==> config.mk <==
export PLATFORM = sky130hd
export DESIGN_NAME = in_flight_limited_fifo_top
export DESIGN_NICKNAME = d
export VERILOG_FILES = /design/src/sv/iflf_pkg.sv /design/src/sv/iflf_cell.sv /design/src/sv/iflf_chain.sv /design/src/sv/in_flight_limited_fifo_top.sv
export SDC_FILE = /design/constraint.sdc
export NUM_CORES = 2
export LEC_CHECK = 0
export BUFFER_PORTS_ARGS = -buffer_cell sky130_fd_sc_hd__buf_4
export CORE_MARGIN = 2
export CORE_UTILIZATION = 54
export CTS_BUF_LIST = sky130_fd_sc_hd__clkbuf_4 sky130_fd_sc_hd__clkbuf_8 sky130_fd_sc_hd__clkbuf_16
export DETAILED_ROUTE_END_ITERATION = 8
export GPL_ROUTABILITY_DRIVEN = 0
export PLACE_DENSITY = 0.7
export SKIP_LAST_GASP = 1
export SLEW_MARGIN = 10
export SYNTH_ARGS = -nofsm -noshare
export SYNTH_HDL_FRONTEND = slang
export SYNTH_SLANG_ARGS = --single-unit
==> constraint.sdc <==
create_clock -name clk -period 7.87 [get_ports clk]
set_clock_uncertainty 0.05 [all_clocks]
set_input_delay 1.574 -clock clk [delete_from_list [all_inputs] [get_ports clk]]
set_output_delay 1.574 -clock clk [all_outputs]
set_load 0.02 [all_outputs]
==> src/sv/iflf_pkg.sv <==
// shared types and constants for the in-flight limited fifo
// no dependencies; imported by the cell, chain and top modules
package iflf_pkg;

  localparam int DEPTH     = 32;
  localparam int WORD_BITS = 32;
  localparam int IDX_W     = $clog2(DEPTH);
  localparam int CNT_W     = 6;

  localparam logic [CNT_W-1:0] DEPTH_COUNT     = CNT_W'(DEPTH);
  localparam logic [CNT_W-1:0] LIMIT_RESET_VAL = CNT_W'(8);

  // request operation codes
  typedef enum logic [2:0] {
    OP_PUSH        = 3'd0,
    OP_TAKE        = 3'd1,
    OP_RETIRE      = 3'd2,
    OP_CLEAR_TAKEN = 3'd3,
    OP_CLEAR_ALL   = 3'd4
  } op_t;

  // result status codes
  typedef enum logic [2:0] {
    STAT_OK        = 3'd0,
    STAT_FULL      = 3'd1,
    STAT_EMPTY     = 3'd2,
    STAT_LIMIT     = 3'd3,
    STAT_NOT_TAKEN = 3'd4
  } status_t;

  // controller states
  typedef enum logic [1:0] {
    S_IDLE,
    S_CLEAR_TAKEN,
    S_CLEAR_ALL
  } state_t;

  // per-cell control
  typedef struct packed {
    logic load;
    logic shift;
  } cell_ctrl_t;

  // control of the whole chain
  typedef struct packed {
    logic             push;
    logic             shift;
    logic [IDX_W-1:0] push_idx;
    logic [IDX_W-1:0] take_idx;
  } chain_ctrl_t;

endpackage

==> src/sv/iflf_cell.sv <==
// one storage cell of the fifo chain: holds a word, loads on push,
// takes its neighbor's word on a shift; depends on iflf_pkg
module iflf_cell (
  input  logic                           clk,
  input  iflf_pkg::cell_ctrl_t           ctrl,
  input  logic [iflf_pkg::WORD_BITS-1:0] load_word,
  input  logic [iflf_pkg::WORD_BITS-1:0] next_word,
  output logic [iflf_pkg::WORD_BITS-1:0] word
);
  import iflf_pkg::*;

  // word register, no reset: only held entries are ever read
  always_ff @(posedge clk) begin
    if (ctrl.shift) begin
      word <= next_word;
    end else if (ctrl.load) begin
      word <= load_word;
    end
  end

endmodule

==> src/sv/iflf_chain.sv <==
// row of DEPTH cells, oldest item in cell 0; a pop shifts every cell
// toward the head; depends on iflf_pkg and iflf_cell
module iflf_chain (
  input  logic                           clk,
  input  iflf_pkg::chain_ctrl_t          ctrl,
  input  logic [iflf_pkg::WORD_BITS-1:0] payload,
  output logic [iflf_pkg::WORD_BITS-1:0] head_word,
  output logic [iflf_pkg::WORD_BITS-1:0] take_word
);
  import iflf_pkg::*;

  logic [WORD_BITS-1:0] cell_word [DEPTH];
  logic [WORD_BITS-1:0] cell_next [DEPTH];
  cell_ctrl_t           cell_ctrl [DEPTH];

  for (genvar i = 0; i < DEPTH; i++) begin : g_cell
    // the cell at the fill position takes the pushed word
    assign cell_ctrl[i].load  = ctrl.push && (ctrl.push_idx == IDX_W'(i));
    assign cell_ctrl[i].shift = ctrl.shift;

    // neighbor toward the tail feeds this cell on a shift
    if (i == DEPTH - 1) begin : g_tail
      assign cell_next[i] = cell_word[i];
    end else begin : g_mid
      assign cell_next[i] = cell_word[i + 1];
    end

    iflf_cell u_cell (
      .clk       (clk),
      .ctrl      (cell_ctrl[i]),
      .load_word (payload),
      .next_word (cell_next[i]),
      .word      (cell_word[i])
    );
  end

  // oldest item and the oldest item not yet taken
  assign head_word = cell_word[0];
  assign take_word = cell_word[ctrl.take_idx];

endmodule

==> src/sv/in_flight_limited_fifo_top.sv <==
// in-flight limited fifo: push, take, retire and clear requests over a cell chain
// push, take and retire: result registered in the cycle after the request, 1 request per
// cycle; clears: 1 result per cycle from the chain head, none when there is nothing to
// clear; requests are stalled meanwhile and whenever the result register is stalled
// reset is synchronous: counters cleared, limit set to 8, cell words left as they are
module in_flight_limited_fifo_top (
  input  logic                           clk,
  input  logic                           rst,
  // request channel
  input  logic                           in_valid,
  output logic                           in_stall,
  input  logic [2:0]                     op,
  input  logic [iflf_pkg::WORD_BITS-1:0] payload,
  // result channel
  output logic                           out_valid,
  input  logic                           out_stall,
  output logic [2:0]                     status,
  output logic [iflf_pkg::WORD_BITS-1:0] item_word,
  output logic                           last,
  output logic [iflf_pkg::CNT_W-1:0]     entries,
  output logic [iflf_pkg::CNT_W-1:0]     taken_count,
  // limit register write channel
  input  logic                           cfg_valid,
  output logic                           cfg_ready,
  input  logic [iflf_pkg::CNT_W-1:0]     cfg_data
);
  import iflf_pkg::*;

  state_t               state, state_next;
  logic [CNT_W-1:0]     count, count_next;
  logic [CNT_W-1:0]     in_flight, in_flight_next;
  logic [CNT_W-1:0]     max_in_flight;
  logic                 out_valid_next;
  logic                 emit;
  status_t              emit_status;
  logic [WORD_BITS-1:0] emit_word;
  logic                 emit_last;
  logic                 slot_free;
  logic                 accept;
  chain_ctrl_t          chain_ctrl;
  logic [WORD_BITS-1:0] head_word;
  logic [WORD_BITS-1:0] take_word;

  assign cfg_ready = 1'b1;
  assign slot_free = !out_valid || !out_stall;
  assign in_stall  = (state != S_IDLE) || !slot_free;
  assign accept    = in_valid && !in_stall;

  iflf_chain u_chain (
    .clk       (clk),
    .ctrl      (chain_ctrl),
    .payload   (payload),
    .head_word (head_word),
    .take_word (take_word)
  );

  // state, counters, result valid flag and limit register
  always_ff @(posedge clk) begin
    if (rst) begin
      state         <= S_IDLE;
      count         <= '0;
      in_flight     <= '0;
      max_in_flight <= LIMIT_RESET_VAL;
      out_valid     <= 1'b0;
    end else begin
      state     <= state_next;
      count     <= count_next;
      in_flight <= in_flight_next;
      out_valid <= out_valid_next;
      if (cfg_valid && cfg_ready) begin
        max_in_flight <= cfg_data;
      end
    end
  end

  // result register payload
  always_ff @(posedge clk) begin
    if (emit) begin
      status      <= emit_status;
      item_word   <= emit_word;
      last        <= emit_last;
      entries     <= count_next;
      taken_count <= in_flight_next;
    end
  end

  // request decode and clear sequencing
  always_comb begin
    state_next          = state;
    count_next          = count;
    in_flight_next      = in_flight;
    out_valid_next      = out_valid && out_stall;
    emit                = 1'b0;
    emit_status         = STAT_OK;
    emit_word           = '0;
    emit_last           = 1'b1;
    chain_ctrl.push     = 1'b0;
    chain_ctrl.shift    = 1'b0;
    chain_ctrl.push_idx = count[IDX_W-1:0];
    chain_ctrl.take_idx = in_flight[IDX_W-1:0];

    case (state)
      S_IDLE: begin
        if (accept) begin
          case (op)
            OP_PUSH: begin
              emit = 1'b1;
              if (count == DEPTH_COUNT) begin
                emit_status = STAT_FULL;
              end else begin
                chain_ctrl.push = 1'b1;
                count_next      = count + CNT_W'(1);
              end
            end
            OP_TAKE: begin
              emit = 1'b1;
              if (in_flight >= max_in_flight) begin
                emit_status = STAT_LIMIT;
              end else if (in_flight >= count) begin
                emit_status = STAT_EMPTY;
              end else begin
                emit_word      = take_word;
                in_flight_next = in_flight + CNT_W'(1);
              end
            end
            OP_RETIRE: begin
              emit = 1'b1;
              if (count == '0) begin
                emit_status = STAT_EMPTY;
              end else if (in_flight == '0) begin
                emit_status = STAT_NOT_TAKEN;
              end else begin
                chain_ctrl.shift = 1'b1;
                emit_word        = head_word;
                count_next       = count - CNT_W'(1);
                in_flight_next   = in_flight - CNT_W'(1);
              end
            end
            OP_CLEAR_TAKEN: begin
              if (in_flight != '0) begin
                state_next = S_CLEAR_TAKEN;
              end
            end
            OP_CLEAR_ALL: begin
              if (count != '0) begin
                state_next = S_CLEAR_ALL;
              end
            end
            default: begin
            end
          endcase
        end
      end
      S_CLEAR_TAKEN, S_CLEAR_ALL: begin
        if (slot_free) begin
          emit             = 1'b1;
          chain_ctrl.shift = 1'b1;
          emit_word        = head_word;
          count_next       = count - CNT_W'(1);
          in_flight_next   = (in_flight != '0) ? in_flight - CNT_W'(1) : '0;
          emit_last        = (state == S_CLEAR_TAKEN) ? (in_flight_next == '0)
                                                      : (count_next == '0);
          if (emit_last) begin
            state_next = S_IDLE;
          end
        end
      end
      default: begin
        state_next = S_IDLE;
      end
    endcase

    if (emit) begin
      out_valid_next = 1'b1;
    end
  end

`ifndef SYNTHESIS
  // taken items are a subset of held items
  assert property (@(posedge clk) disable iff (rst) in_flight <= count)
    else $error("taken count exceeds entries");

  // fill never passes the chain length
  assert property (@(posedge clk) disable iff (rst) count <= DEPTH_COUNT)
    else $error("entry count beyond depth");

  // a taken-clear only runs while taken items remain
  assert property (@(posedge clk) disable iff (rst)
    state == S_CLEAR_TAKEN |-> in_flight != '0)
    else $error("taken clear running with nothing taken");

  // a full clear only runs while items remain
  assert property (@(posedge clk) disable iff (rst)
    state == S_CLEAR_ALL |-> count != '0)
    else $error("full clear running on empty fifo");

  // an accepted push into a non-full fifo grows it by one
  assert property (@(posedge clk) disable iff (rst)
    accept && op == OP_PUSH && count != DEPTH_COUNT |=> count == $past(count) + CNT_W'(1))
    else $error("push did not add an entry");
`endif

endmodule

### After elaboration in Yosys (flattened, before gate mapping)

Cells that the tools add are included.

| word-level totals | value |
|---|---|
| register bits after elaboration | 1,093 |
| bits of input ports | 46 |
| output and inout bits | 51 |
| word-level logic and storage cells | 298 |

| operators by class | value |
|---|---|
| add/subtract/negate cells | 4 |
| $lt $le $gt $ge | 3 |
| equal/unequal tests | 44 |
| muxes and demuxes | 116 |
| bitwise operators | 2 |
| reductions and logical operators | 87 |

Operators with widths:

| kind | number |
|---|---|
| two-way mux 32 bit | 70 |
| binary-select mux 32 bit (select 5 bit) | 1 |
| case mux 32 bit (2 select lines) | 2 |
| == test 5 bit, second input constant | 16 |
| two-way mux 6 bit | 12 |
| nonzero test 2 bit | 32 |
| case mux 6 bit (2 select lines) | 4 |
| == test 5 x 4 -> 1 bit, second input constant | 8 |
| logical AND 1 bit | 34 |
| logical NOT 6 bit | 4 |
| == test 5 x 3 -> 1 bit, second input constant | 4 |
| two-way mux 2 bit | 8 |
| adder 6 x 1 -> 6 bit, second input constant | 2 |
| greater-or-equal comparator 6 bit | 2 |
| two-way mux 1 bit | 12 |
| nonzero test 6 bit | 2 |
| subtractor 6 x 1 -> 6 bit, second input constant | 2 |
| == test 5 x 2 -> 1 bit, second input constant | 2 |
| case mux 3 bit (3 select lines) | 1 |
| case mux 2 bit (2 select lines) | 2 |
| == test 3 x 2 -> 1 bit, second input constant | 2 |
| == test 6 bit, second input constant | 1 |
| greater-or-equal comparator 6 bit, second input constant | 1 |
| two-way mux 3 bit | 2 |
| 20 further kinds | 30 |

### Depth between registers and ports, before layout

| logic depth | value |
|---|---|
| depth in word-level cells | 11 |
| gate-level depth with buffers | 16 |
| gate-level depth less buffers | 12 |

### Cells and area by module

A second synthesis with hierarchy kept.

| unflattened totals | value |
|---|---|
| cells, all modules | 3,884 |
| area total of the unflattened synthesis | 61,680.4 um2 |

Modules (own cells, without submodules):

| module | times used | cells an instance | area each (um2) | seq. area each (um2) |
|---|---|---|---|---|
| iflf_cell | 32 | 69 | 1,507.7 | 960.9 |
| iflf_chain | 1 | 1,209 | 9,101.2 | 0.0 |
| in_flight_limited_fifo_top | 1 | 467 | 4,332.9 | 1,861.8 |

### Worst setup path after synthesis

OpenSTA, ideal clock, no wires.

| timing | value |
|---|---|
| path kind | input -> register |
| start | input port out_stall |
| end | register entries[0] in the netlist's numbering (enable) |
| setup time | 522 ps |
| arrival time | 5,504 ps |
| data required time | 7,298 ps |
| slack | 1,794 ps |
| stages | 5 |
| path buffers | 0 |
| path through | nand2_1 -> nand3_1 -> nor2_1 -> nand2_1 -> o21ai_0 |

| between the ends | value |
|---|---|
| longest elaborated chain between the ends | 8 |
| elaborated cells on any way between the ends | 9 |
| classes of those cells | 3 x mux; 6 x reduce/logical |

RTL lines:

| item | line | RTL |
|---|---|---|
| from (decl) | in_flight_limited_fifo_top.sv:16 | `input logic out_stall,` |
| logical NOT 1 bit * | in_flight_limited_fifo_top.sv:45 | `assign slot_free = !out_valid \|\| !out_stall;` |
| logical OR 1 bit * | in_flight_limited_fifo_top.sv:45 |  |
| logical NOT 1 bit | in_flight_limited_fifo_top.sv:46 | `assign in_stall = (state != S_IDLE) \|\| !slot_free;` |
| logical OR 1 bit | in_flight_limited_fifo_top.sv:46 |  |
| logical NOT 1 bit | in_flight_limited_fifo_top.sv:47 | `assign accept = in_valid && !in_stall;` |
| logical AND 1 bit | in_flight_limited_fifo_top.sv:47 |  |
| two-way mux 1 bit | in_flight_limited_fifo_top.sv:104 | `if (accept) begin` |
| case mux 1 bit (2 select lines) * | in_flight_limited_fifo_top.sv:102 | `case (state)` |
| via emit | in_flight_limited_fifo_top.sv:34 | `logic emit;` |
| to (signal assigned) | in_flight_limited_fifo_top.sv:82 | `entries <= count_next;` |
| to (decl) | in_flight_limited_fifo_top.sv:20 | `output logic [iflf_pkg::CNT_W-1:0] entries,` |

Mark *: on every way through the listed nets, which the timed path passes. The rest lies on a longest branch.
A chain may end at the register's enable or synchronous reset.

### Worst setup path after layout

| timing | value |
|---|---|
| start | input port out_stall |
| end | register u_chain.g_cell[29].u_cell.word[9] in the netlist's numbering (enable) |

| between the ends | value |
|---|---|
| longest elaborated chain between the ends | 10 |
| elaborated cells on any way between the ends | 12 |
| classes of those cells | 4 x mux; 8 x reduce/logical |

RTL lines:

| item | line | RTL |
|---|---|---|
| logical NOT 1 bit * | in_flight_limited_fifo_top.sv:45 |  |
| logical OR 1 bit * | in_flight_limited_fifo_top.sv:45 |  |
| logical NOT 1 bit | in_flight_limited_fifo_top.sv:46 |  |
| logical OR 1 bit | in_flight_limited_fifo_top.sv:46 |  |
| logical NOT 1 bit | in_flight_limited_fifo_top.sv:47 |  |
| logical AND 1 bit | in_flight_limited_fifo_top.sv:47 |  |
| two-way mux 2 bit | in_flight_limited_fifo_top.sv:104 |  |
| two-way mux 1 bit | in_flight_limited_fifo_top.sv:102 |  |
| logical AND 1 bit | iflf_chain.sv:18 | `assign cell_ctrl[i].load = ctrl.push && (ctrl.push_idx == IDX_W'(i));` |
| nonzero test 2 bit (no line) * | - |  |
| to (signal assigned) | iflf_cell.sv:15 | `word <= next_word;` |
| to (signal assigned) | iflf_cell.sv:17 | `word <= load_word;` |
| to (decl) | iflf_cell.sv:8 | `output logic [iflf_pkg::WORD_BITS-1:0] word` |

Every way passes the cells marked *; elsewhere a longest branch is shown, timed or not.

==> metrics.log <==
INFO  metric wl = 151000 um
INFO  metric grt_pass1_vias = 34400
INFO  metric worstReg2RegEnd = u_chain.g_cell[29].u_cell.word[9]
INFO  metric total_switching_power = 7.42 mW
INFO  metric proportion_of_synthesized_flip_flops_having_asynchronous_set_or_reset = 0
INFO  metric setup.worst_path.class = in2reg
INFO  metric finalCriticalPeriod = 4.73 ns
INFO  metric cts_htree_levels = 3
INFO  metric worst-r2r-setup-slack = 3.23 ns
INFO  metric min_path_type = reg2reg
INFO  metric antenna_found_initial = 2
INFO  metric drive_gt1_frac = 0.131
INFO  metric crit_share_post_route = 0.601
INFO  metric drv_cap = 0
INFO  metric cpLargestDelayFamily = simple AND/OR/NAND/NOR gates
INFO  metric clock_latency = 0.70 ns
INFO  metric r2r_cells = 7
INFO  metric pin_count_of_the_biggest_net_entering_global_routing = 243
INFO  metric ys_types = 78
INFO  metric grt_remaining_overflow = 0
INFO  metric totalPowerFinal = 21.4 mW
INFO  metric critPathRequiredTime = 8.16 ns
INFO  metric power_report.internal_total = 14.0 mW
INFO  metric relative_contribution_of_sequential_cells_to_total_power = 0.472
INFO  metric ir_drop = 0.325 mV
INFO  metric cts_tree = yes
INFO  metric cts.sink_count = 1093
INFO  metric powerDensity = 375 nW/um^2
INFO  metric combPwrFrac = 0.279
INFO  metric critical_path.cell_chain = buf_4 > and2_1 > nor4_2 > nand2_1 > o21ai_4 > buf_4
INFO  metric cell_with_the_biggest_individual_delay_on_the_critical_path = sky130_fd_sc_hd__o21ai_4
INFO  metric post-route-cell-area = 57200 sq um
INFO  metric final_cells = 5745
INFO  metric power_switching_share = 0.346
INFO  metric synth.net_count = 4518
INFO  metric synth_top_flop_cell = sky130_fd_sc_hd__edfxtp_1
INFO  metric path_clk_slew = 0.07 ns
INFO  metric cellLeakagePower = 20.1 nW
INFO  metric detailroute.wirelength.met3 = 15600 um
INFO  metric critical_path.startpoint_type = input port
INFO  metric floorplan.die_area = 99500 sq um
INFO  metric timing.fmax = 0.211 GHz
INFO  metric first_iter_violations = 5217
INFO  metric worst_slew_pin_slew = 1.20 ns
INFO  metric timing.critical_path.fanout_max = 17
INFO  metric final.fill_count = 7740
INFO  metric yosysSeqAreaShare = 0.622
INFO  metric number_of_synthesized_flops_with_an_enable_pin = 1072
INFO  metric synth.ff_latch_count = 1093
INFO  metric crit_arrival = 5.02 ns
INFO  metric post_synth.cell_area_avg = 11.8 sq um
INFO  metric drt_first_pass_iters = 6
INFO  metric grt_first_pass_wirelength = 223000 um
INFO  metric met1_length = 57800 um
INFO  metric synth_top_area_share = 0.614
INFO  metric initial_utilization = 0.543
INFO  metric fp.coreArea = 96400 sq um
INFO  metric slew_headroom = 0.196
INFO  metric yosysWarningCount = 0
INFO  metric ant_nets = 0
INFO  metric drc = 0
INFO  metric detailroute.via_count = 36000
INFO  metric hold_start = max_in_flight[4]
INFO  metric placement.cell_area = 53600 sq um
INFO  metric chipHeight = 316 um
INFO  metric hold_buffers = 0
INFO  metric postCtsSetupRepairBufs = 0
INFO  metric synth_area = 52400 sq um
INFO  metric ctsLongestPathBuffers = 3
INFO  metric final_nets = 4450
INFO  metric placement.io_buffers = 95
INFO  metric synth.area.top_cells = sky130_fd_sc_hd__edfxtp_1 (61%), sky130_fd_sc_hd__nand2_1 (14%), sky130_fd_sc_hd__mux4_2 (6.9%)
INFO  metric syn2layout_area_growth = 9.19%
INFO  metric post-synth-top-area-cell = sky130_fd_sc_hd__edfxtp_1
INFO  metric instance_count_of_the_mapped_netlist = 4445
INFO  metric route.detailed.wl_per_inst = 26.4 um
INFO  metric critical_path.max_stage_delay = 1.04 ns
INFO  metric detail_route.vias_per_cell = 6.27
INFO  metric routed.top_layer = met4
INFO  metric met2RoutedLength = 71800 um
INFO  metric tritoncts.num_buffers = 112
INFO  metric ctsRootBufferMaster = sky130_fd_sc_hd__clkbuf_16
INFO  metric grt_setup_unrepaired = false
INFO  metric timing.critical_path.depth = 6
INFO  metric post_cts_repair_resize_count = 0
INFO  metric whs = 0.449 ns
INFO  metric outcome = completed
INFO  metric hold_path_depth = 2
INFO  metric setup-tns-final = 0 ns
INFO  metric boundary_pin_count = 97
INFO  metric grt.total_usage = 0.305
INFO  metric place.detailed.hpwl = 84800 um
INFO  metric dp_cells = 5539
INFO  metric setup_viol = 0
INFO  metric maxSlewViolCount = 0
INFO  metric crit_path_frequent_cell = sky130_fd_sc_hd__buf_4
INFO  metric path_buf_inv = 2
INFO  metric clkPwrFrac = 0.249
INFO  metric placementRows = 114
INFO  metric finalHoldViolCount = 0
INFO  metric crit_path_end_kind = flop
INFO  metric die_w = 316 um
INFO  metric r2r_start = state[1]
INFO  metric hold_path_end = max_in_flight[4]
-- routing by layer --
metal,track usage,up-vias
li1,-,15600
met1,0.420,18000
met2,0.486,2108
met3,0.0558,338
met4,0.118,0
met5,0,-
-- cells in the mapped netlist, types with 11 or more instances --
| library cell | count |
|---|---|
| sky130_fd_sc_hd__dfxtp_1 | 21 |
| sky130_fd_sc_hd__mux2i_1 | 200 |
| sky130_fd_sc_hd__a22oi_1 | 66 |
| sky130_fd_sc_hd__a22o_1 | 66 |
| sky130_fd_sc_hd__nand2_1 | 2023 |
| sky130_fd_sc_hd__inv_1 | 20 |
| sky130_fd_sc_hd__buf_2 | 123 |
| sky130_fd_sc_hd__o21ai_0 | 57 |
| sky130_fd_sc_hd__buf_6 | 82 |
| sky130_fd_sc_hd__ha_1 | 27 |
| sky130_fd_sc_hd__mux4_2 | 160 |
| sky130_fd_sc_hd__edfxtp_1 | 1072 |
| sky130_fd_sc_hd__nand3_1 | 81 |
| sky130_fd_sc_hd__a221oi_1 | 64 |
| sky130_fd_sc_hd__o21ai_1 | 18 |
| sky130_fd_sc_hd__a21oi_1 | 24 |
| sky130_fd_sc_hd__nand2b_1 | 11 |
| sky130_fd_sc_hd__nor2_1 | 37 |
| sky130_fd_sc_hd__nand2_4 | 26 |
| sky130_fd_sc_hd__clkbuf_1 | 116 |
-- cells in the final DEF, fill, tap and decap left out, drive strengths merged, types with 66 or more instances in the layout --
cell / synthesis / routed
mux2i: 200 / 200
nand3: 82 / 82
nand2: 2050 / 2050
a22o: 66 / 66
edfxtp: 1072 / 1072
o21ai: 75 / 75
a22oi: 66 / 66
clkbuf: 118 / 132
buf: 223 / 159
mux4: 160 / 160
-- tightest hold or removal path, cell delays in order (launching register included) --
cell	delay (ns)
sky130_fd_sc_hd__dfxtp_1	0.33
sky130_fd_sc_hd__mux2i_1	0.07
sky130_fd_sc_hd__nor2_1	0.07
-- cells by family (layout without fill, tap and decap cells) --
family          after synthesis  count (layout)  synth area share
simple gates               2239            2239             0.170
flops                      1093            1093             0.622
buf+inv                     363             384            0.0419
mux                         360             360             0.107
compound gates              358             358            0.0511
fa+ha+maj                    27              27           0.00645
xor+xnor                      4               4          0.000669
other cells                   1               4         0.0000716
-- power by group through the flow --
stage                     Clock (mW)  Sequential (mW)  Combinational, mW
after floorplan                    0             9.83               3.97
after global placement             0             10.1               5.78
after detailed placement           0             10.1               5.89
after CTS                       5.39             10.1               5.91
after global routing            5.60             10.3               6.40
final                           5.35             10.1               5.98
-- worst max path at each step --
stage | start | end
2_1_floorplan | out_stall | entries[0]
3_3_place_gp | op[2] | u_chain.g_cell[29].u_cell.word[7]
3_5_place_dp | out_stall | u_chain.g_cell[10].u_cell.word[30]
4_1_cts | out_stall | u_chain.g_cell[29].u_cell.word[9]
5_1_grt | out_stall | u_chain.g_cell[29].u_cell.word[9]
6_report | out_stall | u_chain.g_cell[29].u_cell.word[9]
-- layout make-up --
class,count,area (sq um),area share
Sequential cell,1093,32600,0.570
Multi-Input combinational cell,2989,18000,0.315
Clock buffer,132,2950,0.0516
Tap cell,1276,1600,0.0279
Timing Repair Buffer,159,1270,0.0222
Clock inverter,71,674,0.0118
Inverter,22,82.6,0.00144
Antenna cell,3,7.51,0.000131
-- through the flow --
stage | utilization | worst slack, ns
5_1_grt | 0.593 | 3.05
2_1_floorplan | - | 1.79
6_report | 0.593 | 3.14
3_5_place_dp | 0.556 | 2.56
3_3_place_gp | 0.556 | 2.57
4_1_cts | 0.593 | 3.23
-- registers in the layout (all words and copies together), names as in the netlist, 2 cells and up --
| register | count |
|---|---|
| count | 6 |
| entries | 6 |
| in_flight | 6 |
| item_word | 32 |
| max_in_flight | 6 |
| state | 2 |
| status | 3 |
| taken_count | 6 |
| u_chain.g_cell.u_cell.word | 1024 |
Power figures use the tool's default switching activity.
